## config.mk

```make
export PLATFORM = sky130hd
export DESIGN_NAME = smx_ram
export DESIGN_NICKNAME = d
export VERILOG_FILES = /design/src/hw/rtl/smx_ram.sv
export SDC_FILE = /design/constraint.sdc
export NUM_CORES = 2
export LEC_CHECK = 0
export BUFFER_PORTS_ARGS = -buffer_cell sky130_fd_sc_hd__buf_4
export CAP_MARGIN = 20
export CORE_MARGIN = 2
export CORE_UTILIZATION = 41
export DETAILED_ROUTE_END_ITERATION = 12
export GPL_ROUTABILITY_DRIVEN = 0
export GPL_TIMING_DRIVEN = 1
export PLACE_DENSITY_LB_ADDON = 0.1
export SLEW_MARGIN = 20
export SYNTH_ARGS = -nofsm -noshare
export SYNTH_HDL_FRONTEND = slang
export SYNTH_SLANG_ARGS = --single-unit
export TNS_END_PERCENT = 30
```

## constraint.sdc

```tcl
create_clock -name clk_i -period 5.9 [get_ports clk_i]
set_clock_uncertainty 0.1 [all_clocks]
set_input_delay 0.59 -clock clk_i [delete_from_list [all_inputs] [get_ports clk_i]]
set_output_delay 0.59 -clock clk_i [all_outputs]
set_load 0.005 [all_outputs]
```

## src/hw/rtl/smx_ram.sv

```systemverilog
`timescale 1ns / 1ps
`default_nettype none
module smx_ram #(
  parameter int Width = 32,
  parameter int Depth = 64
) (
  input  wire logic                     clk_i,
  input  wire logic                     we_i,
  input  wire logic [$clog2(Depth)-1:0] waddr_i,
  input  wire logic [Width-1:0]         wdata_i,
  input  wire logic [$clog2(Depth)-1:0] raddr_i,
  output logic [Width-1:0]              rdata_o
);
  logic [Width-1:0] mem [Depth];
  always_ff @(posedge clk_i) begin
    if (we_i) mem[waddr_i] <= wdata_i;
    rdata_o <= mem[raddr_i];
  end
endmodule
`default_nettype wire

```

==> summary.md <==
| Metric | Value |
|---|---|
| Core Footprint | about 190000 sq um |
| Register area share after synthesis | 0.791 |
| Ys Warns | 0 |
| # rows | 160 |
| Via count | approximately 37000 |
| Overflow after GRT | 0 |
| Final worst-path cycle share | 0.554 |
| WHS Endpoint | mem[2][24]$_DFFE_PP_ |
| Post_cts resized | 0 |
| Die area | between 150000 and 200000 sq um |
| Max VDD drop | roughly 0.22 mV |
| Max Fclk | 306 MHz |
| Relative slew slack | 0.226 |
| Setup TNS | 0 ns |
| Die W | 442 microns |
| WP data arrival | ~3.8 ns |
| PortBufs | 77 |
| Share of flip-flops with an asynchronous set or reset | 0 |
| Worst Hold Class | in2reg |
| LEAKAGE | ~28 nW |
| Maximum number of pins on one net before global-route repair | 74 |
| CTS buffer count | 212 |
| Final hold slack | between 0.15 and 0.2 ns |
| Cell Area, Placed | a little over 80000 sq um |
| Reg2reg start | mem[22][20]$_DFFE_PP_ |
| Final core occ | 0.473 |
| Clock transition at path regs | roughly 0.060 ns |
| Fin. Hold Viols | 0 |
| Number of I/O pins | 78 |
| Drt pass-1 iters | 5 |
| Final Instance Area | around 90000 sq um |
| CTS Hold Bufs | 0 |
| Synthesized area | 78500 sq um |
| Worst-margin pin slew | 1.16 ns |
| Gr usage total | 0.223 |
| Global-route wire length before repair | a little over 300000 microns |
| Ranking of synthesized cells by area | edfxtp_1 (78%), mux4_2 (16%), mux2i_1 (1.2%) |
| Pins Over Slew Limit | 0 |
| CP Class | in2reg |
| Synth Register Bits | approximately 2100 |
| CTS tree | yes |
| Pre-CTS WS | 1.69 ns |
| Ys flop type | edfxtp_1 |
| Crit-path max FO | 46 |
| Die height | 442 microns |
| Final #Nets | between 3000 and 4000 |
| Fillers | roughly 15000 |
| Root Buffer | clkbuf_16 |
| Initial drt markers | ~4000 |
| Most frequent cell after synthesis | edfxtp_1 |
| Setup violators final | 0 |
| Setup Buffers After CTS | 0 |
| Status | completed |
| Worst hold stages | 1 |
| Mapped Avg Cell Area | around 24 sq um |
| Layout cells sized above 1 | 0.301 |
| Post-DP HPWL | roughly 120000 microns |
| DRC | 0 |
| Vias/cell | roughly 6 |
| Worst skew pair latency | roughly 0.85 ns |
| Yosys top cell area share | 0.783 |
| Min cycle time layout | between 3 and 4 ns |
| R2R depth | 5 |
| CTS Buffer Depth | 3 |
| Starting Density | 0.413 |
| Syn nets | 3370 |
| Worst flop-to-flop path endpoint | rdata_o[20]$_DFF_P_ |
| Vias in the first global route | approximately 38000 |
| Startpoint Class | primary input |
| R2R Setup Slk | approximately 3.3 ns |
| H-tree depth | 4 |
| PnR worst setup slack | 2.63 ns |
| Yosys cell types | 34 |
| PwrDens | around 350 nW/um^2 |
| Max Cap Viol | 0 |
| Post-synth EDFFs | just over 2000 |
| Routed Antenna Nets | 0 |
| Area of the multi-input gates | between 15000 and 20000 sq um |
| Synth Instances | 3324 |
| Reg area | 62100 sq um |
| Design Power | 31.1 mW |
| Worst EP required | ~6.5 ns |
| Worst hold start | wdata_i[24] |
| Cell taking the most area after synthesis | edfxtp_1 |
| Unrepaired setup endpoints after global routing | false |
| Initial antenna violation count | 4 |
| Commonest cells post-synth | edfxtp_1 (2048), mux4_2 (544), nor2_1 (137), mux2i_1 (93), o22ai_1 (84) |
| Sink Count | 2080 |
| Cells after DPL | 5856 |
| CP endpoint kind | register |
| Wire length per cell | 34.7 microns |
| Layout area overhead | 14.7% |
| Final non-filler cell total | approximately 6300 |
| Total wire length | between 200000 and 250000 microns |
## cell families (layout without fill, tap and decap cells)
family,after synthesis,count (layout),synth area share
flip-flops,2080,2080,0.791
multiplexers,637,637,0.168
AND/OR/NAND/NOR,223,223,0.0127
AO/OA/AOI/OAI,202,202,0.0167
buffers and inverters,182,606,0.0113
other,0,2,0
## per-layer routing
layer	track usage	vias up	routed length, microns
met5	0	-	10
met4	0.0623	2	5620
met3	0.0318	288	11600
met2	0.370	1196	108000
met1	0.310	20400	92000
li1	-	14800	-
## report_power, final
part | switching, mW | internal [mW]
registers | 0.0780 | 16.4
logic | 0.938 | 0.563
clock network | 5.67 | 7.51
## sequential cells by signal, indices dropped and copies added, names as in the netlist
signal and cells:
mem 2048, rdata_o 32
## placed cells by master, fill, tap and decap left out, types with 8 or more instances in the layout
cell,count
edfxtp_1,2048
nor2_4,62
a311oi_1,8
clkinvlp_4,8
mux2i_1,93
clkbuf_16,212
nand2_1,26
nor2b_1,14
mux4_2,544
clkinv_2,45
nor2_1,74
o22ai_1,84
bufinv_16,18
buf_4,179
dfxtp_1,32
clkbuf_1,52
o221ai_1,27
a21oi_1,62
a22oi_1,12
buf_12,16
clkinv_1,40
## worst max path at each step
stage	start	to	slack, ns	cells after the start
floorplan	waddr_i[3]	mem[48][0]$_DFFE_PP_	2.05	4
global placement	raddr_i[0]	rdata_o[4]$_DFF_P_	1.69	9
detailed placement	raddr_i[0]	rdata_o[4]$_DFF_P_	1.69	9
CTS	raddr_i[0]	rdata_o[4]$_DFF_P_	2.61	9
global route	raddr_i[0]	rdata_o[4]$_DFF_P_	2.52	9
finish	raddr_i[0]	rdata_o[20]$_DFF_P_	2.63	9
## area by class of cell
type	instances	area share
Timing Repair Buffer	206	0.0213
Clock inverter	129	0.0139
Multi-Input combinational cell	1062	0.177
Tap cell	2511	0.0349
Antenna cell	2	0.0000556
Sequential cell	2080	0.690
Clock buffer	271	0.0622
## worst max-delay path, cell delays in order
cell      delay [ns]
buf_8           0.46
buf_12          0.37
buf_12          0.24
buf_4           0.32
buf_4           0.26
mux2i_1         0.20
a21oi_1         0.09
a311oi_1        0.97
nor3_1          0.16
(Power assumes the default switching activity.)
